--- src/rtl/core/pid_feedforward_position_loop_assert.svh ---
// Assertion macros shared by the position loop RTL.
// Depends on a clock named clk and an active-low reset named arst_n in the using module.
`ifndef PID_FEEDFORWARD_POSITION_LOOP_ASSERT_SVH
`define PID_FEEDFORWARD_POSITION_LOOP_ASSERT_SVH

// Checked at every clock edge outside reset.
`define PFPL_ASSERT(name, prop, msg) \
	name: assert property (@(posedge clk) disable iff (!arst_n) prop) \
		else $error(msg);

// Checked at every clock edge, reset included.
`define PFPL_ASSERT_ALWAYS(name, prop, msg) \
	name: assert property (@(posedge clk) prop) \
		else $error(msg);

`endif

--- src/rtl/core/pfpl_pkg.sv ---
// Types, widths, register codes and the rounding function of the position loop.
// Has no dependencies; every module of the block imports it.
package pfpl_pkg;

	localparam int SIG_W     = 24;
	localparam int GAIN_W    = 24;
	localparam int ERR_W     = SIG_W + 1;
	localparam int DIFF_W    = ERR_W + 1;
	localparam int GAIN_FRAC = 12;
	localparam int PROD_W    = GAIN_W + DIFF_W;
	localparam int TERM_W    = PROD_W - GAIN_FRAC;
	localparam int INT_W     = 16;
	localparam int INT_LIMIT = 32512;
	localparam int ACC_W     = TERM_W + 1;
	localparam int SUM_W     = TERM_W + 2;
	localparam int DRIVE_W   = 32;
	localparam int DATA_W    = 32;
	localparam int ADDR_W    = 4;

	localparam logic [1:0] REG_GAIN_FF = 2'd0;
	localparam logic [1:0] REG_GAIN_P  = 2'd1;
	localparam logic [1:0] REG_GAIN_I  = 2'd2;
	localparam logic [1:0] REG_GAIN_D  = 2'd3;

	typedef logic signed [SIG_W-1:0]   sig_t;
	typedef logic signed [GAIN_W-1:0]  gain_t;
	typedef logic signed [ERR_W-1:0]   perr_t;
	typedef logic signed [DIFF_W-1:0]  diff_t;
	typedef logic signed [PROD_W-1:0]  prod_t;
	typedef logic signed [TERM_W-1:0]  term_t;
	typedef logic signed [INT_W-1:0]   int_t;
	typedef logic signed [SUM_W-1:0]   sum_t;
	typedef logic signed [DRIVE_W-1:0] drive_t;

	typedef struct packed {
		gain_t ff;
		gain_t p;
		gain_t i;
		gain_t d;
	} gains_t;

	typedef struct packed {
		perr_t e;
		perr_t ve;
		diff_t diff;
		logic  flip;
		logic  restart;
	} err_stage_t;

	typedef struct packed {
		prod_t ff;
		prod_t p;
		prod_t i;
		prod_t d;
		logic  flip;
		logic  restart;
	} prod_stage_t;

	typedef struct packed {
		term_t ff;
		term_t p;
		term_t d;
		int_t  i;
	} term_stage_t;

	// Q.20 product back to Q.8, rounding half toward positive infinity.
	function automatic term_t round_q8(prod_t x);
		prod_t t;
		t = x + prod_t'(1 << (GAIN_FRAC - 1));
		return t[PROD_W-1:GAIN_FRAC];
	endfunction

endpackage

--- src/rtl/core/pfpl_err.sv ---
// Error stage: position and velocity errors, derivative difference and sign-change test.
// Holds the previous position error; depends on pfpl_pkg.
module pfpl_err (
	input  logic                  clk,
	input  logic                  arst_n,
	input  logic                  en,
	input  pfpl_pkg::sig_t        target_position,
	input  pfpl_pkg::sig_t        target_velocity,
	input  pfpl_pkg::sig_t        measured_position,
	input  pfpl_pkg::sig_t        measured_velocity,
	input  logic                  restart,
	output pfpl_pkg::err_stage_t  err_s2
);
	import pfpl_pkg::*;

	perr_t pe_q;
	perr_t pe_eff;
	perr_t e;
	perr_t ve;
	diff_t diff;
	logic  flip;

	assign e      = ERR_W'(target_position) - ERR_W'(measured_position);
	assign ve     = ERR_W'(target_velocity) - ERR_W'(measured_velocity);
	assign pe_eff = restart ? '0 : pe_q;
	assign diff   = DIFF_W'(e) - DIFF_W'(pe_eff);

	// A zero error on either side never counts as a sign change.
	assign flip = ((!e[ERR_W-1] && (e != '0)) && pe_eff[ERR_W-1]) ||
		(e[ERR_W-1] && (!pe_eff[ERR_W-1] && (pe_eff != '0)));

	always_ff @(posedge clk or negedge arst_n) begin
		if (!arst_n) begin
			pe_q <= '0;
		end else if (en) begin
			pe_q <= e;
		end
	end

	always_ff @(posedge clk) begin
		if (en) begin
			err_s2.e       <= e;
			err_s2.ve      <= ve;
			err_s2.diff    <= diff;
			err_s2.flip    <= flip;
			err_s2.restart <= restart;
		end
	end

endmodule

--- config.mk ---
export PLATFORM = sky130hd
export DESIGN_NAME = pfpl_err
export DESIGN_NICKNAME = d
export VERILOG_FILES = /design/src/rtl/core/pid_feedforward_position_loop_assert.svh /design/src/rtl/core/pfpl_pkg.sv /design/src/rtl/core/pfpl_err.sv
export SDC_FILE = /design/constraint.sdc
export NUM_CORES = 1
export LEC_CHECK = 0
export CAP_MARGIN = 30
export CORE_MARGIN = 2
export CORE_UTILIZATION = 51
export CTS_BUF_LIST = sky130_fd_sc_hd__clkbuf_16
export CTS_CLUSTER_SIZE = 28
export DETAILED_ROUTE_END_ITERATION = 7
export DONT_BUFFER_PORTS = 1
export PLACE_DENSITY_LB_ADDON = 0.12
export SYNTH_ARGS = -nofsm -noshare
export SYNTH_HDL_FRONTEND = slang
export SYNTH_SLANG_ARGS = --single-unit
--- constraint.sdc ---
create_clock -name clk -period 5.8 [get_ports clk]
set_input_delay 1.45 -clock clk [delete_from_list [all_inputs] [get_ports clk]]
set_output_delay 1.45 -clock clk [all_outputs]
set_load 0.02 [all_outputs]
Yosys cells after proc, flatten, opt, wreduce, memory -nomap -nowiden --
Index checks and enable logic that the tools add are counted.
Word-level totals: output and inout bits 78, flip-flop bits (word level) 103, input port bits 100, word-level logic and storage cells 19
Cells by class: $add $sub $neg 3, reduce and logical (&&, ||, !) cells 9, muxes and demuxes 1
Operators with widths (count):
- nonzero test 25 bit | 2
- subtractor 24 x 24 -> 25 bit | 2
- subtractor 25 x 25 -> 26 bit | 1
- 2-to-1 mux 25 bit | 1
- logical AND 1 bit | 4
- logical NOT 1 bit | 2
- logical OR 1 bit | 1

Longest topological paths before layout --
word-level depth 5, depth in mapped cells 19

Least setup slack after synthesis --
No wires, ideal clock.
path kind input to register, from input port target_position[0], to register err_s2[24] in the netlist's numbering (data pin), library setup time 266 ps, stages 19, arrival time 4928 ps, required time 5534 ps, setup slack 606 ps, cells stage by stage inv_1 > ha_1 > inv_1 > fa_1 > a211oi_2 > o21ai_1 > and2_4 > a211oi_2 > xnor2_1 > ha_1 > nand2_1 > nor2_1 > nand3_1 > o21ai_1 > nor4_1 > o41a_1 > o21a_1 > o211ai_1 > or3b_1
Between the ends: cells in the longest elaborated chain, start to end 2
Ends and longest elaborated chain:
- start, declared | RTL line pfpl_err.sv:7 | input pfpl_pkg::sig_t target_position,
- subtractor 24 x 24 -> 25 bit | RTL line pfpl_err.sv:23 | assign e = ERR_W'(target_position) - ERR_W'(measured_position);
- net e[12] | RTL line pfpl_err.sv:18 | perr_t e;
- subtractor 25 x 25 -> 26 bit | RTL line pfpl_err.sv:26 | assign diff = DIFF_W'(e) - DIFF_W'(pe_eff);
- net diff[22] | RTL line pfpl_err.sv:20 | diff_t diff;
- end, declared | RTL line pfpl_err.sv:12 | output pfpl_pkg::err_stage_t err_s2
The timed path passes the listed nets, and every way through them passes these cells. A chain may end at the register's enable or synchronous reset.

Worst setup path in the final report --
Same ends and word-level chain as after synthesis.

==> results by group <==
Detailed routing
  – Vias: around 5900
  – Vias/cell: between 6 and 7
  – WL final: about 17000 um
  – Drt pass-1 iters: 5
  – DRC Markers: 0
  – Routed len/inst: roughly 18 um
  – DRT antenna net count: 0
  – DRT iter0 DRCs: around 480

Synth
  – Mapped cell area: 7615 sq um
  – Top post-synthesis cells by count: edfxtp_1, inv_1, ha_1, nand2_1, nor2_1
  – Sequential fraction of the synthesis area: 0.3897
  – Ys async rst share: 0.2427
  – Syn_nets: roughly 950
  – Synth area leader: edfxtp_1
  – Avg Cell Area, Syn: between 9 and 10 sq um
  – Synth warn: 0
  – Post-synth EDFFs: 78
  – Post-synthesis register bit count: 103
  – Post-synth top area share: 0.3076
  – Synth Flop Type: edfxtp_1
  – Syn Inst Count: between 700 and 800
  – Library cells used by synthesis: ~80
  – Synth top area cells: edfxtp_1, ha_1, dfrtp_1

STA
  – Fin crit share: 0.9232
  – Worst slew margin: 0.4824
  – Final min period: 5355 ps
  – Setup violators final: 0
  – Peak Freq: approximately 190 MHz
  – Slew @ Worst Pin: between 700 and 800 ps
  – Max-slew violations: 0
  – Hold Vio Cnt, Final: 0
  – Worst clock skew: between 6 and 7 ps
  – Post-route setup TNS: 0 ps
  – RSZ-0062 raised after global routing: no

Floorplanning
  – Core area: around 15000 sq um
  – Num rows: 44
  – Die area: approximately 16000 sq um
  – Die height: ~130 um
  – Initial Util: 0.5239
  – Die width: 126.2 um
  – IO Pins: ~180

Power
  – Flop pwr share: 0.456
  – PD cells: between 300 and 400 nW/um^2
  – Combinational fraction of design power: 0.348
  – Power Total: ~2.9 mW
  – P_sw: ~1.1 mW
  – Power Internal: approximately 1.8 mW
  – Peak supply drop: approximately 0.16 mV
  – Clock share of power: 0.196
  – Sw Share: 0.3824
  – Leakage: roughly 3.4 nW

GRT
  – Global Route Usage Sum: 0.2175
  – First-pass GRT wire length: 27970 um
  – Vias in the first global route: about 5700
  – GR Overflow Total: 0
  – Pin count of the biggest net entering global routing: approximately 110
  – Antenna violations before repair: 0

Setup path
  – Worst Setup SP: target_position[0]
  – Setup crit start kind: input port
  – CP Capture Type: flop
  – Crit Path Category: in2reg
  – CP max FO: 4
  – Worst R2R Start: pe_q[0]
  – CP Data Required Time: 5910 ps
  – Worst path arrival time: around 5500 ps

Placed design
  – Dpl cell area: approximately 7800 sq um
  – Post-DP HPWL: between 10000 and 15000 um
  – Routability cong.: 0.8340
  – Post-placement cell count: approximately 950
  – Port bufs: 0

Run
  – Max-cap check violation count: 0

Clocking
  – Cts repair resizes: 0
  – CTS tree: done
  – Worst-Skew Late Latency: between 300 and 400 ps
  – CTS buffer count: 9
  – Post-CTS Hold Fix Bufs: 0
  – Worst-path clk slew: about 70 ps
  – CTS Root Cell: clkbuf_16
  – Post-CTS Setup Bufs: 0
  – # clock sinks: 103
  – H-tree depth: 3
  – CTS max path bufs: 2

Final layout
  – Post-route cell area: roughly 8100 sq um
  – Post-layout util: 0.5568
  – Synthesis-to-finish area growth: 6.277%
  – Layout cell share with drive strength beyond 1: 0.07821
  – Fin nets: 951
  – Layout Cells excl Fill: 964
  – Antenna cells: 0

Hold path
  – Hold Startpoint: pe_q[8]
  – Worst min path class: reg2reg

Run status
  – Outcome: finished clean
==> sequential cells by signal (all words and copies together) (netlist names) <==
name	flops
pe_q	25
err_s2	78
==> logic make-up (layout without fill, tap and decap cells) <==
logic type	count (synthesis)	count (layout)	share of synthesized area
simple gates	218	218	0.1490
mux	27	27	0.03944
compound gates	204	204	0.1890
buf+inv	93	101	0.04633
xor+xnor	51	51	0.05866
flops	103	103	0.3897
fa+ha+maj	76	76	0.1278
==> metrics by stage <==
| step | worst slack (ps) | hold slack, ps |
|---|---|---|
| floorplan | 605.9 | 489.2 |
| detailed placement | 189.2 | 525.9 |
| global placement | 336.3 | 506.1 |
| CTS | 563.3 | 541.6 |
| global route | 200.2 | 558.2 |
| finish | 445.5 | 539.0 |
==> final timing paths <==
check | endpoint | slack, ps | cells past startpoint
max | err_s2[24] | 450 | 19
min | pe_q[8] | 540 | 1
max reg2reg | err_s2[24] | 2340 | 13
min reg2reg | pe_q[8] | 540 | 1
max in group asynchronous | pe_q[24] | 4940 | 0
min in group asynchronous | pe_q[4] | 780 | 0
==> critical path: stages <==
cell and delay (ps):
inv_1 40, ha_1 160, inv_1 50, fa_1 420, a211oi_2 280, o21ai_1 140
and2_4 180, a211oi_2 270, xnor2_1 170, ha_1 380, nand2_1 80, nor2_1 160
nand3_1 100, o21ai_1 240, nor4_1 90, o41a_1 480, o21a_1 220, o211ai_1 200
or3b_1 360
==> area by class of cell <==
class | count | area (sq um)
Multi-Input combinational cell | 576 | 4294
Clock inverter | 7 | 33.78
Clock buffer | 9 | 225.2
Tap cell | 184 | 230.2
Timing Repair Buffer | 6 | 45.04
Fill cell | 1277 | 6441
Sequential cell | 103 | 2968
Inverter | 79 | 296.5
==> placed cells by master, fill, tap and decap left out, types with 19 or more instances in the layout <==
master	count
nand2_1	55
xnor2_1	39
nor3_1	20
ha_1	73
o21ai_0	20
a21oi_1	48
dfrtp_1	25
nor2_1	49
inv_1	81
mux2_2	24
edfxtp_1	78
a21o_1	19
==> per-layer routing <==
metal	vias to the layer above	global-route usage	wire, um
met3	25	0.08836	1446
met4	0	0.05818	299
met1	2771	0.2569	7263
met5	-	0	0
met2	212	0.3681	8297
li1	2879	-	-
==> power by group through the flow <==
stage | sequential, mW | clock (mW) | combinational, mW
finish | 1.30 | 0.560 | 0.991
CTS | 1.31 | 0.572 | 0.975
floorplan | 1.28 | 0 | 0.775
global route | 1.32 | 0.598 | 1.10
detailed placement | 1.32 | 0 | 0.968
global placement | 1.31 | 0 | 0.932
Power figures use the tool's default switching activity.
