[src/rtl/core/pid_feedforward_position_loop_assert.svh]
// Assertion macros shared by the position loop RTL.
// Depends on a clock named clk and an active-low reset named arst_n in the using module.
`ifndef PID_FEEDFORWARD_POSITION_LOOP_ASSERT_SVH
`define PID_FEEDFORWARD_POSITION_LOOP_ASSERT_SVH

// Checked at every clock edge outside reset.
`define PFPL_ASSERT(name, prop, msg) \
	name: assert property (@(posedge clk) disable iff (!arst_n) prop) \
		else $error(msg);

// Checked at every clock edge, reset included.
`define PFPL_ASSERT_ALWAYS(name, prop, msg) \
	name: assert property (@(posedge clk) prop) \
		else $error(msg);

`endif

[src/rtl/core/pfpl_pkg.sv]
// Types, widths, register codes and the rounding function of the position loop.
// Has no dependencies; every module of the block imports it.
package pfpl_pkg;

	localparam int SIG_W     = 24;
	localparam int GAIN_W    = 24;
	localparam int ERR_W     = SIG_W + 1;
	localparam int DIFF_W    = ERR_W + 1;
	localparam int GAIN_FRAC = 12;
	localparam int PROD_W    = GAIN_W + DIFF_W;
	localparam int TERM_W    = PROD_W - GAIN_FRAC;
	localparam int INT_W     = 16;
	localparam int INT_LIMIT = 32512;
	localparam int ACC_W     = TERM_W + 1;
	localparam int SUM_W     = TERM_W + 2;
	localparam int DRIVE_W   = 32;
	localparam int DATA_W    = 32;
	localparam int ADDR_W    = 4;

	localparam logic [1:0] REG_GAIN_FF = 2'd0;
	localparam logic [1:0] REG_GAIN_P  = 2'd1;
	localparam logic [1:0] REG_GAIN_I  = 2'd2;
	localparam logic [1:0] REG_GAIN_D  = 2'd3;

	typedef logic signed [SIG_W-1:0]   sig_t;
	typedef logic signed [GAIN_W-1:0]  gain_t;
	typedef logic signed [ERR_W-1:0]   perr_t;
	typedef logic signed [DIFF_W-1:0]  diff_t;
	typedef logic signed [PROD_W-1:0]  prod_t;
	typedef logic signed [TERM_W-1:0]  term_t;
	typedef logic signed [INT_W-1:0]   int_t;
	typedef logic signed [SUM_W-1:0]   sum_t;
	typedef logic signed [DRIVE_W-1:0] drive_t;

	typedef struct packed {
		gain_t ff;
		gain_t p;
		gain_t i;
		gain_t d;
	} gains_t;

	typedef struct packed {
		perr_t e;
		perr_t ve;
		diff_t diff;
		logic  flip;
		logic  restart;
	} err_stage_t;

	typedef struct packed {
		prod_t ff;
		prod_t p;
		prod_t i;
		prod_t d;
		logic  flip;
		logic  restart;
	} prod_stage_t;

	typedef struct packed {
		term_t ff;
		term_t p;
		term_t d;
		int_t  i;
	} term_stage_t;

	// Q.20 product back to Q.8, rounding half toward positive infinity.
	function automatic term_t round_q8(prod_t x);
		prod_t t;
		t = x + prod_t'(1 << (GAIN_FRAC - 1));
		return t[PROD_W-1:GAIN_FRAC];
	endfunction

endpackage

[src/rtl/core/pfpl_intg.sv]
// Rounding of the four terms and the clamped integral accumulator.
// Holds the integral sum; depends on pfpl_pkg and the assertion macros.
`include "pid_feedforward_position_loop_assert.svh"

module pfpl_intg (
	input  logic                   clk,
	input  logic                   arst_n,
	input  logic                   en,
	input  pfpl_pkg::prod_stage_t  prod_s3,
	output pfpl_pkg::term_stage_t  term_s4
);
	import pfpl_pkg::*;

	localparam logic signed [ACC_W-1:0] LIM_HI = ACC_W'(INT_LIMIT);
	localparam logic signed [ACC_W-1:0] LIM_LO = -LIM_HI;

	int_t                     isum_q;
	int_t                     isum_eff;
	term_t                    ri;
	logic signed [ACC_W-1:0]  acc;
	logic signed [ACC_W-1:0]  acc_c;
	int_t                     i_next;

	assign isum_eff = prod_s3.restart ? '0 : isum_q;
	assign ri       = round_q8(prod_s3.i);
	assign acc      = ACC_W'(ri) + ACC_W'(isum_eff);

	always_comb begin
		if (acc > LIM_HI) begin
			acc_c = LIM_HI;
		end else if (acc < LIM_LO) begin
			acc_c = LIM_LO;
		end else begin
			acc_c = acc;
		end
	end

	// The integral is dropped when the error changes sign.
	assign i_next = prod_s3.flip ? '0 : acc_c[INT_W-1:0];

	always_ff @(posedge clk or negedge arst_n) begin
		if (!arst_n) begin
			isum_q <= '0;
		end else if (en) begin
			isum_q <= i_next;
		end
	end

	always_ff @(posedge clk) begin
		if (en) begin
			term_s4.ff <= round_q8(prod_s3.ff);
			term_s4.p  <= round_q8(prod_s3.p);
			term_s4.d  <= round_q8(prod_s3.d);
			term_s4.i  <= i_next;
		end
	end

	`PFPL_ASSERT(a_isum_range,
		(isum_q <= int_t'(INT_LIMIT)) && (isum_q >= -int_t'(INT_LIMIT)),
		"integral sum left its clamp range")

endmodule
[config.mk]
export PLATFORM = sky130hd
export DESIGN_NAME = pfpl_intg
export DESIGN_NICKNAME = d
export VERILOG_FILES = /design/src/rtl/core/pfpl_pkg.sv /design/src/rtl/core/pfpl_intg.sv
export VERILOG_INCLUDE_DIRS = /design/src /design/src/rtl/core
export SDC_FILE = /design/constraint.sdc
export NUM_CORES = 1
export LEC_CHECK = 0
export BUFFER_PORTS_ARGS = -buffer_cell sky130_fd_sc_hd__buf_2
export CAP_MARGIN = 20
export CORE_UTILIZATION = 40
export DETAILED_ROUTE_END_ITERATION = 10
export PLACE_DENSITY_LB_ADDON = 0.15
export SYNTH_ARGS = -nofsm -noshare
export SYNTH_HDL_FRONTEND = slang
export SYNTH_SLANG_ARGS = --single-unit
[constraint.sdc]
create_clock -name clk -period 4.4 [get_ports clk]
set_input_delay 0.66 -clock clk [delete_from_list [all_inputs] [get_ports clk]]
set_output_delay 0.66 -clock clk [all_outputs]
set_load 0.02 [all_outputs]
* After elaboration in Yosys (flattened, before gate mapping) *
Cells that the tools add are included.

cells by class
  $add $sub $neg = 5
  muxes and demuxes = 4
  reduce and logical (&&, ||, !) cells = 0
  equal/unequal tests = 0
  shift-type cells = 0
  bitwise operators = 0
  div/mod/pow operators = 0
  $mul = 0
  $lt $le $gt $ge = 2

operators by type and width
  cell                    count
  $add 50x13->50 const B  4
  $mux 16                 4
  $add 38x16->39          1
  $gt 39x16->1 const B    1
  $lt 39x16->1 const B    1

storage, ports and cells
  output and inout bits = 130
  latch bits = 0
  memories kept = 0
  memory bits (read-only) = 0
  bits in writable memories = 0
  register bits after elaboration = 146
  input port bits = 205
  word-level logic and storage cells = 16

* Longest topological paths before layout *
  depth in word-level cells = 6
  depth in mapped cells = 24
  mapped depth without buffers = 21

* Worst setup path before layout *
OpenSTA, ideal clock, no wires.

  path type = input-to-reg
  from = input port prod_s3[66] (netlist bit)
  to = register term_s4[8] (netlist bit), data pin
  required time = 4.127 ns
  setup slack = -0.930 ns
  stages = 22
  path buffers = 2
  arrival time = 5.056 ns
  library setup time = 0.273 ns
  path through = nand3_1 > nor2_1 > nand2_1 > nor2_1 > and2_1 > nor2b_1 > nand3_1 > nor2_1 > nand3_1 > xnor2_1 > ha_1 > buf_2 > and2_1 > clkbuf_1 > a41o_1 > a2111oi_2 > o311a_1 > nor3_1 > or4_4 > nor4_4 > or2_2 > a31oi_1

on the way
  cells in the longest elaborated chain, start to end = 6
  elaborated cells between the ends (all ways) = 7
  those cells by class = add/sub: 2; order compare: 2; mux: 3

RTL lines
  what                RTL line         text
  from (decl)         pfpl_intg.sv:9   input pfpl_pkg::prod_stage_t prod_s3,
  $add 50x13->50 (*)  pfpl_pkg.sv:69   t = x + prod_t'(1 << (GAIN_FRAC - 1));
  $add 38x16->39 (*)  pfpl_intg.sv:26  assign acc = ACC_W'(ri) + ACC_W'(isum_eff);
  $lt 39x16->1        pfpl_intg.sv:31  end else if (acc < LIM_LO) begin
  $mux 16             pfpl_intg.sv:31
  $mux 16 (*)         pfpl_intg.sv:29  if (acc > LIM_HI) begin
  $mux 16 (*)         pfpl_intg.sv:39  assign i_next = prod_s3.flip ? '0 : acc_c[INT_W-1:0];
  net i_next[8]       pfpl_intg.sv:22  int_t i_next;
  to (decl)           pfpl_intg.sv:10  output pfpl_pkg::term_stage_t term_s4

The timed path passes the listed nets; every way through them passes the cells marked *.
A chain may end at the register's enable or synchronous reset.

* Final worst setup path *
  from = input port prod_s3[67] (netlist bit)
  to = register term_s4[13] (netlist bit), data pin

The elaborated chain is that of the path after synthesis.

==> results.toml <==
[setup_path]
r2r-start = "isum_q[0]"
end_kind = "flop"
r2r_setup_slack_ns = 0.19
cp_cell_sequence = "buf_8 > nand3_4 > nor2_4 > nand2_2 > nor2_2 > and2_4 > nor2b_4 > nand3_4 > nor2_2 > xor2_1 > ha_2 > a21oi_4 > o21bai_4 > a221o_1 > or3_4 > a221o_1 > or4_4 > o31ai_4 > buf_4 > buf_6 > a21oi_1"
reg2reg_to = "isum_q[5]"
required_ns = 4.56
r2r_cells = 18
max_stage_delay_ns = 0.51
critPathKind = "input pin to flop"
cp.arrival_ns = 4.73
start_kind = "input pin"
crit_slowest_cell = "or4_4"
cp_max_fo = 5

[grt]
grtUsageMet2_pct = 42.6
top_usage_layer = "met2"
grt_antenna_before_repair = 2
met3_usage_pct = 3.39
grt_overflow = 0
gr-usage-met1_pct = 29.0
grt_max_degree = 101
grt_pass1_wl_microns = 50100
grt.total_usage_pct = 23.7
grt_pass1_vias = 9980

[yosys]
yosysWarnings = 0
ys.flop_type = "edfxtp_1"
synth.distinct_cells = 88
netlist_instances = 1104
synth_area_sq_mm = 0.0106
synthTopCellsByArea = "edfxtp_1 (37%), xnor2_1 (9.9%), nand2_1 (5.0%)"
yosysMostFrequentCell = "nand2_1"
syn_area_per_cell_sq_um = 9.57
ys_seq_elements = 146
async_reset_ff_share_pct = 11.0
synth_top_area_share_pct = 36.9
synth_edf_count = 130
synth_top_area_cell = "edfxtp_1"
synthTopCellsByCount = "nand2_1 (142), edfxtp_1 (130), xnor2_1 (119), nor2_1 (91), nand3_1 (69)"
postSynthNetCount = 1352
seq_area_frac_synth_pct = 40.7

[floorplanning]
num_rows = 59
die_area_sq_mm = 0.0271
start_util_pct = 40.7
die_width_microns = 165
core_sq_mm = 0.0260
num_io_pins = 335
die_y_microns = 165

[cts]
cts_sinks = 146
clockRootBuffer = "clkbuf_16"
cts_tree = "yes"
cts.path.max_buffers = 2
numCtsBuffers = 17
cts_max_level = 4
clock_latency_ns = 0.42
clk_pin_slew_ns = 0.07

[timing]
period_minus_slack_ns = 4.57
hold_viol = 0
max_freq_mhz = 219
worst_slack_ns = -0.171
relSlewSlack_pct = 39.5
setup_violations = 30
worst_pin_slew_ns = 0.908
fin_tns_setup_ns = -3.23
rsz0062_at_grt = "true"
drv_slew = 0
fin_worst_skew_ns = 0.0122
min_period_over_period_pct = 104

[placed_design]
dp_hpwl_microns = 26800
port_buffers = 290
dp_slack_ns = -1.01
gp_congestion = 0.919

[power_and_ir_drop]
p_leak_nw = 6.73
ir_drop_v = 0.000252
power_mw = 4.75
power.density_mw_per_mm2 = 299

[flow_run]
drv_cap = 0

[cells_and_area]
nets = 1918
drive_above_1_share_pct = 44.9
nFillCells = 2235
area_growth_pct = 50.3

[route]
drc = 0
firstDrtPassIters = 5
final_antenna_net_count = 0
drt_iter0_drc = 665
vias = 10500
vias_per_cell = 5.22
drt-total-wl_microns = 33300
wl_per_cell_microns = 16.5

[run_status]
violations = "negative setup slack"
status = "complete, but fails checks"

[min_path]
min_path_type = "input pin to async pin"
cell type report:
cell class                 instances  area [sq um]  share of cell area (%)
clock buffer                      17           425                    2.68
tap                              335           419                    2.64
inverter                          18          67.6                   0.426
multi-input combinational        912          6750                    42.5
sequential                       146          4300                    27.1
antenna                            2          5.00                  0.0315
clock inverter                    15           134                   0.843
timing repair buffer             575          3770                    23.7
cells by family after synthesis:
kind of cell               synth area share (%)
muxes                                      1.07
DFF                                        40.7
buffers and inverters                      1.99
xor gates and xnor gates                   13.9
and+or+nand+nor                            23.4
adders and majority gates                  5.16
AOI/OAI and AO/OA                          13.7
worst max-delay path, delay by kind of cell:
| family | cells | cell delay (ns) |
|---|---|---|
| AO/OA/AOI/OAI | 6 | 1.30 |
| adder cells (fa/ha/maj) | 1 | 0.34 |
| AND/OR/NAND/NOR | 10 | 1.90 |
| XOR/XNOR | 1 | 0.18 |
| buffers and inverters | 3 | 0.32 |
how the worst max path moves through the flow:
stage,from,end,slack [ns],cells past startpoint
after floorplan,prod_s3[66],term_s4[8],-0.53,22
after global placement,prod_s3[66],term_s4[2],-0.99,22
after detailed placement,prod_s3[66],term_s4[2],-1.01,22
after CTS,prod_s3[67],isum_q[5],-0.19,25
after global routing,prod_s3[67],term_s4[9],-0.41,25
final,prod_s3[67],term_s4[13],-0.17,21
layout by cell type (no fill, tap or decap), types with 16 or more instances in the layout:
cell type and instances:
buf_6 21, buf_4 261, o21ai_1 16, nor3_1 18, edfxtp_1 130, buf_2 286, nor2b_1 27, xor2_1 48
dfrtp_1 16, inv_1 17, a21oi_2 18, clkbuf_16 18, nand4_1 39, o21ai_0 17, and3_1 29, xnor2_1 117
nand2_1 134, nand3_1 63, nor2_1 69, a21oi_1 35, ha_1 35, nor2_2 16
registers in the layout, indices dropped and copies added, names as in the netlist:
register	count
isum_q	16
term_s4	130
where the power goes:
group          internal [mW]  switching [mW]
logic                  0.789           0.921
registers               1.64          0.0331
clock network          0.783           0.586
metrics by stage:
| stage | cell area, sq um | utilization [%] | instances | hold WS, ns |
|---|---|---|---|---|
| after floorplan | 10700 | - | 1104 | 0.364 |
| after global placement | 14300 | 55.0 | 1945 | 0.472 |
| after detailed placement | 14300 | 55.0 | 1945 | 0.471 |
| after CTS | 15300 | 59.0 | 1994 | 0.142 |
| after global routing | 15900 | 61.1 | 2020 | 0.151 |
| final | 15900 | 61.1 | 2020 | 0.138 |
per-layer routing:
metal / vias up / part of all wire, %
met2: 318 / 51
met5: - / 0
met3: 47 / 5.1
met4: 0 / 2.4
li1: 5223 / -
met1: 4956 / 41
what timing repair did:
item / 4_1_cts / 5_1_grt
gates resized for setup: 89 / 83
endpoints found under the setup margin: 30 / 30
setup buffers: 15 / 24
pin swaps: 49 / 50
hold buffers: 0 / 0
gates cloned: 2 / 0
No activity file was read; power rests on OpenSTA's default activity.
