<file path="src/rtl/core/pid_feedforward_position_loop_assert.svh">
// Assertion macros shared by the position loop RTL.
// Depends on a clock named clk and an active-low reset named arst_n in the using module.
`ifndef PID_FEEDFORWARD_POSITION_LOOP_ASSERT_SVH
`define PID_FEEDFORWARD_POSITION_LOOP_ASSERT_SVH

// Checked at every clock edge outside reset.
`define PFPL_ASSERT(name, prop, msg) \
	name: assert property (@(posedge clk) disable iff (!arst_n) prop) \
		else $error(msg);

// Checked at every clock edge, reset included.
`define PFPL_ASSERT_ALWAYS(name, prop, msg) \
	name: assert property (@(posedge clk) prop) \
		else $error(msg);

`endif

</file>
<file path="src/rtl/core/pfpl_pkg.sv">
// Types, widths, register codes and the rounding function of the position loop.
// Has no dependencies; every module of the block imports it.
package pfpl_pkg;

	localparam int SIG_W     = 24;
	localparam int GAIN_W    = 24;
	localparam int ERR_W     = SIG_W + 1;
	localparam int DIFF_W    = ERR_W + 1;
	localparam int GAIN_FRAC = 12;
	localparam int PROD_W    = GAIN_W + DIFF_W;
	localparam int TERM_W    = PROD_W - GAIN_FRAC;
	localparam int INT_W     = 16;
	localparam int INT_LIMIT = 32512;
	localparam int ACC_W     = TERM_W + 1;
	localparam int SUM_W     = TERM_W + 2;
	localparam int DRIVE_W   = 32;
	localparam int DATA_W    = 32;
	localparam int ADDR_W    = 4;

	localparam logic [1:0] REG_GAIN_FF = 2'd0;
	localparam logic [1:0] REG_GAIN_P  = 2'd1;
	localparam logic [1:0] REG_GAIN_I  = 2'd2;
	localparam logic [1:0] REG_GAIN_D  = 2'd3;

	typedef logic signed [SIG_W-1:0]   sig_t;
	typedef logic signed [GAIN_W-1:0]  gain_t;
	typedef logic signed [ERR_W-1:0]   perr_t;
	typedef logic signed [DIFF_W-1:0]  diff_t;
	typedef logic signed [PROD_W-1:0]  prod_t;
	typedef logic signed [TERM_W-1:0]  term_t;
	typedef logic signed [INT_W-1:0]   int_t;
	typedef logic signed [SUM_W-1:0]   sum_t;
	typedef logic signed [DRIVE_W-1:0] drive_t;

	typedef struct packed {
		gain_t ff;
		gain_t p;
		gain_t i;
		gain_t d;
	} gains_t;

	typedef struct packed {
		perr_t e;
		perr_t ve;
		diff_t diff;
		logic  flip;
		logic  restart;
	} err_stage_t;

	typedef struct packed {
		prod_t ff;
		prod_t p;
		prod_t i;
		prod_t d;
		logic  flip;
		logic  restart;
	} prod_stage_t;

	typedef struct packed {
		term_t ff;
		term_t p;
		term_t d;
		int_t  i;
	} term_stage_t;

	// Q.20 product back to Q.8, rounding half toward positive infinity.
	function automatic term_t round_q8(prod_t x);
		prod_t t;
		t = x + prod_t'(1 << (GAIN_FRAC - 1));
		return t[PROD_W-1:GAIN_FRAC];
	endfunction

endpackage

</file>
<file path="src/rtl/core/pfpl_apb.sv">
// Gain registers of the position loop behind an APB-style write and read port.
// Depends on pfpl_pkg.
module pfpl_apb (
	input  logic                         clk,
	input  logic                         arst_n,
	input  logic                         psel,
	input  logic                         penable,
	input  logic                         pwrite,
	input  logic [pfpl_pkg::ADDR_W-1:0]  paddr,
	input  logic [pfpl_pkg::DATA_W-1:0]  pwdata,
	output logic [pfpl_pkg::DATA_W-1:0]  prdata,
	output logic                         pready,
	output pfpl_pkg::gains_t             gains
);
	import pfpl_pkg::*;

	gains_t     gains_q;
	logic       wr_en;
	logic [1:0] reg_idx;
	gain_t      wr_val;
	gain_t      rd_val;

	assign pready  = 1'b1;
	assign wr_en   = psel & penable & pwrite;
	assign reg_idx = paddr[ADDR_W-1:2];
	assign wr_val  = pwdata[GAIN_W-1:0];

	always_ff @(posedge clk or negedge arst_n) begin
		if (!arst_n) begin
			gains_q <= '0;
		end else if (wr_en) begin
			case (reg_idx)
				REG_GAIN_FF: gains_q.ff <= wr_val;
				REG_GAIN_P:  gains_q.p  <= wr_val;
				REG_GAIN_I:  gains_q.i  <= wr_val;
				REG_GAIN_D:  gains_q.d  <= wr_val;
				default:     gains_q    <= gains_q;
			endcase
		end
	end

	always_comb begin
		case (reg_idx)
			REG_GAIN_FF: rd_val = gains_q.ff;
			REG_GAIN_P:  rd_val = gains_q.p;
			REG_GAIN_I:  rd_val = gains_q.i;
			REG_GAIN_D:  rd_val = gains_q.d;
			default:     rd_val = '0;
		endcase
	end

	assign prdata = {{(DATA_W - GAIN_W){1'b0}}, rd_val};
	assign gains  = gains_q;

endmodule

</file>
<file path="config.mk">
export PLATFORM = sky130hd
export DESIGN_NAME = pfpl_apb
export DESIGN_NICKNAME = d
export VERILOG_FILES = /design/src/rtl/core/pid_feedforward_position_loop_assert.svh /design/src/rtl/core/pfpl_pkg.sv /design/src/rtl/core/pfpl_apb.sv
export SDC_FILE = /design/constraint.sdc
export NUM_CORES = 1
export LEC_CHECK = 0
export BUFFER_PORTS_ARGS = -buffer_cell sky130_fd_sc_hd__buf_2
export CAP_MARGIN = 10
export CORE_MARGIN = 4
export CORE_UTILIZATION = 49
export CTS_CLUSTER_SIZE = 8
export DETAILED_ROUTE_END_ITERATION = 16
export GPL_TIMING_DRIVEN = 1
export PLACE_DENSITY_LB_ADDON = 0.15
export SYNTH_ARGS = -nofsm -noshare
export SYNTH_HDL_FRONTEND = slang
export SYNTH_SLANG_ARGS = --single-unit
</file>
<file path="constraint.sdc">
create_clock -name clk -period 3.1 [get_ports clk]
set_input_delay 0.93 -clock clk [delete_from_list [all_inputs] [get_ports clk]]
set_output_delay 0.93 -clock clk [all_outputs]
set_load 0.05 [all_outputs]
</file>
# Yosys cells after proc, flatten, opt, wreduce, memory -nomap -nowiden
# Index checks and enable logic that the tools add are counted.
[classes] eq_ne=3 n_mux=1 n_bitwise=2 reduce_logical=5
[op_table] op="24-bit case mux with 4 select lines" n=1
[op_table] op="2-bit AND reduction" n=4
[op_table] op="2-bit equality test (second input constant)" n=2
[op_table] op="1-bit AND" n=2
[op_table] op="2-bit by 1-bit equality test with 1-bit output (second input constant)" n=1
[op_table] op="2-bit zero test" n=1
[totals] regBits=96 input_bits=41 output_inout_bits=129 elab_cells=15

# Depth between registers and ports, before layout
# Gate-level depths: netlist (run 1).
[logic_depth] ltp_word=3 ltp_mapped=6 depth_no_buf=3

# Least setup slack after synthesis (run 1)
# Ideal clock, no wire load.
[synth_timing] path_type="input -> output" from="input port paddr[2] (netlist bit)" to="output port prdata[0] (netlist bit)" arrival_ns=2.041 setup_slack_ns=0.129 cell_stages=3 n_path_buf=2 cell_sequence="buf_6 -> buf_2 -> mux4_2"
[synth_via] elab_chain_cells=2
[synth_lines] item="start: declaration" line_no="pfpl_apb.sv:9" text="input logic [pfpl_pkg::ADDR_W-1:0] paddr,"
[synth_lines] item="2-bit equality test (tied with other cells)" line_no="pfpl_apb.sv:43" text="case (reg_idx)"
[synth_lines] item="24-bit case mux with 4 select lines (*)" line_no="pfpl_apb.sv:43"
[synth_lines] item="end: declaration" line_no="pfpl_apb.sv:11" text="output logic [pfpl_pkg::DATA_W-1:0] prdata,"
# Every way passes the cells marked *; elsewhere a longest branch is shown, timed or not.

# Final worst setup path (run 1)
[layout_timing] from="input port paddr[2] (netlist bit)" to="output port prdata[1] (netlist bit)"
# The elaborated chain is that of the path after synthesis.

==> results.ini, run 1 <==
[run_status]
status=completed

[run]
max-cap-violations=0

[clock_network]
cts_max_path_buffers=2
cts-htree-levels=3
ctsResizeCount=0
cts_buffers=9
cts_hold_buffers=0
path_clk_slew_ps=90
cts_tree=done
cts_setup_buffers=0
cts-root-buf=clkbuf_8
cts_sinks=96
clock_latency_ps=350

[routing]
wl_per_cell_um=18.9
drc_errors=0
antenna_left=0
drt-total-wl_um=9810
drtPass1Iterations=3
num_vias=2757
via_per_inst=5.32
drt_iter0_drc=48

[power_and_ir_drop]
pwr-share-seq=0.350
vdd_drop_max_mv=0.482
intPower_uw=2660
swShare=0.472
power_frac_comb=0.473
power_density_nw_per_um2=919
pwr-share-clk=0.177
p_leak_uw=0.00274
power_switching_uw=2370

[setup_path]
startpoint=paddr[2]
critPathMaxFanout=6
r2r_start=gains[86]$_DFFE_PN0P_
arrival_ps=2070
start_kind=input port
end_kind=output port
path_class=in -> out
cp.required_ps=2170

[placed_design]
place_ws_ps=83.2
gp_congestion=0.781
placed_area_um2=5250
hpwl_um=7150
port_buffers=150

[sta]
report.final.slew_viol_count=0
tightest_slew_ps=653
whs_ps=532
setup_viol=0
clock_skew_ps=0
period_share=0.967
layout_setup_ws_ps=102
post-route-min-period_ps=3000
max_freq_mhz=334
rsz0062_at_grt=false
hold_viol_final=0
fin_tns_setup_ps=0
slew_headroom=0.565

[die]
initial_utilization=0.499
dieArea_um2=10400
ios=170
die_w_um=102
die_h_um=102
rows=34
coreArea_um2=8680

[synthesis]
synth_fa_ha_area_frac=0
synth_seq_cells=96
synth_top_family_by_area=multiplexers
synthMuxAreaShare=0.393
synthXorXnorAreaFrac=0
synth.avg_cell_area_um2=17.3
postSynthCellCount=250
netlist_area_um2=4330
synth-seq-area-share=0.555
ys_warn_count=0
yosys.area_share.simple=0.00867
synth_compound_area_frac=0
ys_types=17

[grt]
grt_max_degree=50
grt.total_usage=0.195
grt_first_pass_wirelength_um=15200
grt_pass1_vias=2818
overflow=0
grt_antenna_before_repair=0

[finish]
fin_area_um2=5470
syn_to_final_growth_pct=26.4
fin_util=0.631
largest_register_ffs=96
seq_area_um2=2400
nNetsFinal=446
antenna_cells=0
multiInputGateArea_um2=1780
fill_cells=691
drive_above_1_share=0.734

[hold_path]
min_path_type=reg -> reg
worst_hold_startpoint=gains[18]$_DFFE_PN0P_

## per-layer routing
metal | vias up | wire length [um] | global-route usage
li1 | 1223 | - | -
met1 | 1432 | 4140 | 0.258
met2 | 90 | 4880 | 0.320
met3 | 12 | 632 | 0.0464
met4 | 0 | 163 | 0.0636
met5 | - | 0 | 0
## cell type report
| cell class | instances | share of cell area |
|---|---|---|
| clock buffer | 9 | 0.0226 |
| clock inverter | 7 | 0.0176 |
| inverter | 1 | 0.000686 |
| multi-input combinational | 135 | 0.325 |
| sequential | 96 | 0.439 |
| tap | 108 | 0.0247 |
| timing repair buffer | 162 | 0.170 |
## cells by family (layout without fill, tap and decap cells)
group,Yosys count,after routing
buffers and inverters,26,179
DFF,96,96
muxes,120,120
other,2,9
and+or+nand+nor,6,6
## cells in the mapped netlist, drive strengths merged
library cell | count | share of area
dfrtp | 96 | 0.55
mux2 | 96 | 0.27
mux4 | 24 | 0.13
buf | 23 | 0.039
clkbuf | 2 | 0.0017
conb | 2 | 0.0017
inv | 1 | 0.00087
nand3 | 1 | 0.0012
nand4 | 1 | 0.0014
nor2 | 1 | 0.00087
nor3 | 1 | 0.0023
or2 | 1 | 0.0014
or3 | 1 | 0.0014
## placed cells by master, fill, tap and decap left out
cell type  count
buf_12         7
buf_2        149
buf_4          6
bufinv_16      2
clkbuf_8       9
clkinv_2       2
clkinv_4       3
conb_1         9
dfrtp_1       96
inv_2          1
mux2_2        76
mux2_4        20
mux4_1         1
mux4_2        23
nand3_1        1
nand4_1        1
nor2_2         1
nor3_4         1
or2_1          1
or3_2          1
## power by group through the flow
| stage | registers (uW) | clock network, uW | logic (uW) |
|---|---|---|---|
| final | 1760 | 890 | 2380 |
| after global routing | 1810 | 974 | 2480 |
| after CTS | 1770 | 912 | 2400 |
| after detailed placement | 1790 | 0 | 2400 |
| after global placement | 1770 | 0 | 2380 |
| after floorplan | 2790 | 0 | 830 |
## per-stage QoR
stage / total power (uW) / instances
after detailed placement: 4190 / 502
after floorplan: 3620 / 257
final: 5030 / 518
after CTS: 5080 / 518
after global placement: 4150 / 502
after global routing: 5260 / 518
## path summary, 6_finish.rpt
check	cells after the start	endpoint	slack [ps]
worst max-delay path	4	prdata[1]	100
worst max register to register	1	gains[86]$_DFFE_PN0P_	2300
max in group asynchronous	2	gains[11]$_DFFE_PN0P_	1810
worst min-delay path	1	gains[18]$_DFFE_PN0P_	530
min in group asynchronous	1	gains[61]$_DFFE_PN0P_	590
worst min register to register	1	gains[18]$_DFFE_PN0P_	530
## worst max-delay path, stage by stage
cell and delay [ps]:
buf_2 190, buf_4 220, mux4_2 500, buf_2 220
Power figures use the tool's default switching activity.
==> run 2, diff against run 1 <==
--- a/config.mk
+++ b/config.mk
@@ -7,6 +7,7 @@
 export LEC_CHECK = 0
 export BUFFER_PORTS_ARGS = -buffer_cell sky130_fd_sc_hd__buf_2
 export CAP_MARGIN = 10
+export CORE_ASPECT_RATIO = 1.4
 export CORE_MARGIN = 4
 export CORE_UTILIZATION = 49
 export CTS_CLUSTER_SIZE = 8
==> results.ini, run 2 (synthesis results as in run 1) <==
[sta]
max_freq_mhz=338
clock_skew_ps=0
fin_tns_setup_ps=0
report.final.slew_viol_count=0
period_share=0.955
hold_viol_final=0
setup_viol=0
tightest_slew_ps=643
rsz0062_at_grt=false
slew_headroom=0.571
post-route-min-period_ps=2960

[clock_network]
path_clk_slew_ps=70
cts_hold_buffers=0
cts-htree-levels=3
cts_setup_buffers=0
cts_max_path_buffers=2
cts_buffers=9
cts-root-buf=clkbuf_16
ctsResizeCount=0
clock_latency_ps=330
cts_sinks=96
cts_tree=done

[placed_design]
hpwl_um=7150
placed_area_um2=5230
port_buffers=150
gp_congestion=0.745

[finish]
syn_to_final_growth_pct=28.3
final_cell_mix=buf_2 (149), dfrtp_1 (96), mux2_2 (76), mux4_2 (23), mux2_4 (20)
antenna_cells=0
seq_area_um2=2400
drive_above_1_share=0.732
fill_cells=682
final_common_cell=buf_2
multiInputGateArea_um2=1780
nNetsFinal=447
fin_area_um2=5550
largest_register_ffs=96

[run_status]
status=completed

[grt]
grt_pass1_vias=2868
grt.total_usage=0.196
grt_max_degree=51
grt_antenna_before_repair=0
grt_first_pass_wirelength_um=15500
overflow=0

[die]
rows=40
die_w_um=87.4
dieArea_um2=10400
initial_utilization=0.503
die_h_um=119
ios=170
coreArea_um2=8610

[setup_path]
cp.required_ps=2170
arrival_ps=2030
reg2reg_setup_slack_ps=2300
r2r_start=gains[21]$_DFFE_PN0P_
critPathMaxFanout=17
path_class=in -> out
end_kind=output port
start_kind=input port
r2r_end=gains[21]$_DFFE_PN0P_
ff2ff_path_depth=1

[routing]
via_per_inst=5.38
antenna_left=0
num_vias=2771
drtPass1Iterations=4
drt-total-wl_um=9800
drc_errors=0
wl_per_cell_um=19.0
drt_iter0_drc=53

[run]
max-cap-violations=0

[power_and_ir_drop]
power_density_nw_per_um2=960
vdd_drop_max_mv=0.532
fin_total_pwr_uw=5330
p_leak_uw=0.00278

[hold_path]
min_path_cells=1
worst_hold_startpoint=gains[31]$_DFFE_PN0P_
min_to=gains[31]$_DFFE_PN0P_
min_path_type=reg -> reg

run 2: where the power goes:
part	internal, uW	total, uW	switching [uW]	leakage, uW
combinational	657	2380	1720	0.00145
clock	745	1190	443	0.000159
sequential	1550	1770	218	0.00118
total	2950	5330	2380	0.00278
run 2: per-stage QoR:
stage,std cells,hold slack [ps],setup slack (ps),utilization
after CTS,515,528,130,0.645
after global routing,515,540,96.3,0.645
after floorplan,257,634,129,-
after global placement,500,501,120,0.608
after detailed placement,500,512,130,0.608
final,515,527,139,0.645
run 2: cell type report:
type | count | area share
Clock buffer | 12 | 0.0462
Clock inverter | 3 | 0.0117
Inverter | 1 | 0.000676
Multi-Input combinational cell | 135 | 0.321
Sequential cell | 96 | 0.433
Tap cell | 105 | 0.0237
Timing Repair Buffer | 163 | 0.164
run 2: routing by layer:
| layer | vias to the layer above | routed length, um | GRT usage | part of all wire |
|---|---|---|---|---|
| li1 | 1222 | - | - | - |
| met1 | 1429 | 4070 | 0.264 | 0.42 |
| met2 | 109 | 4840 | 0.307 | 0.49 |
| met3 | 11 | 714 | 0.0484 | 0.073 |
| met4 | 0 | 167 | 0.0720 | 0.017 |
| met5 | - | 0 | 0 | 0 |
run 2: worst max-delay path by stage:
stage	start	endpoint	slack [ps]	depth (start not counted)
after global routing	paddr[2]	prdata[17]	100	4
after global placement	paddr[2]	prdata[11]	120	4
after floorplan	paddr[2]	prdata[0]	130	3
after CTS	paddr[2]	prdata[11]	130	4
final	paddr[2]	prdata[11]	140	4
after detailed placement	paddr[2]	prdata[11]	130	4
run 2: critical path: stages:
cell and delay [ps]:
buf_2 140, buf_12 200, mux4_2 520, buf_2 230
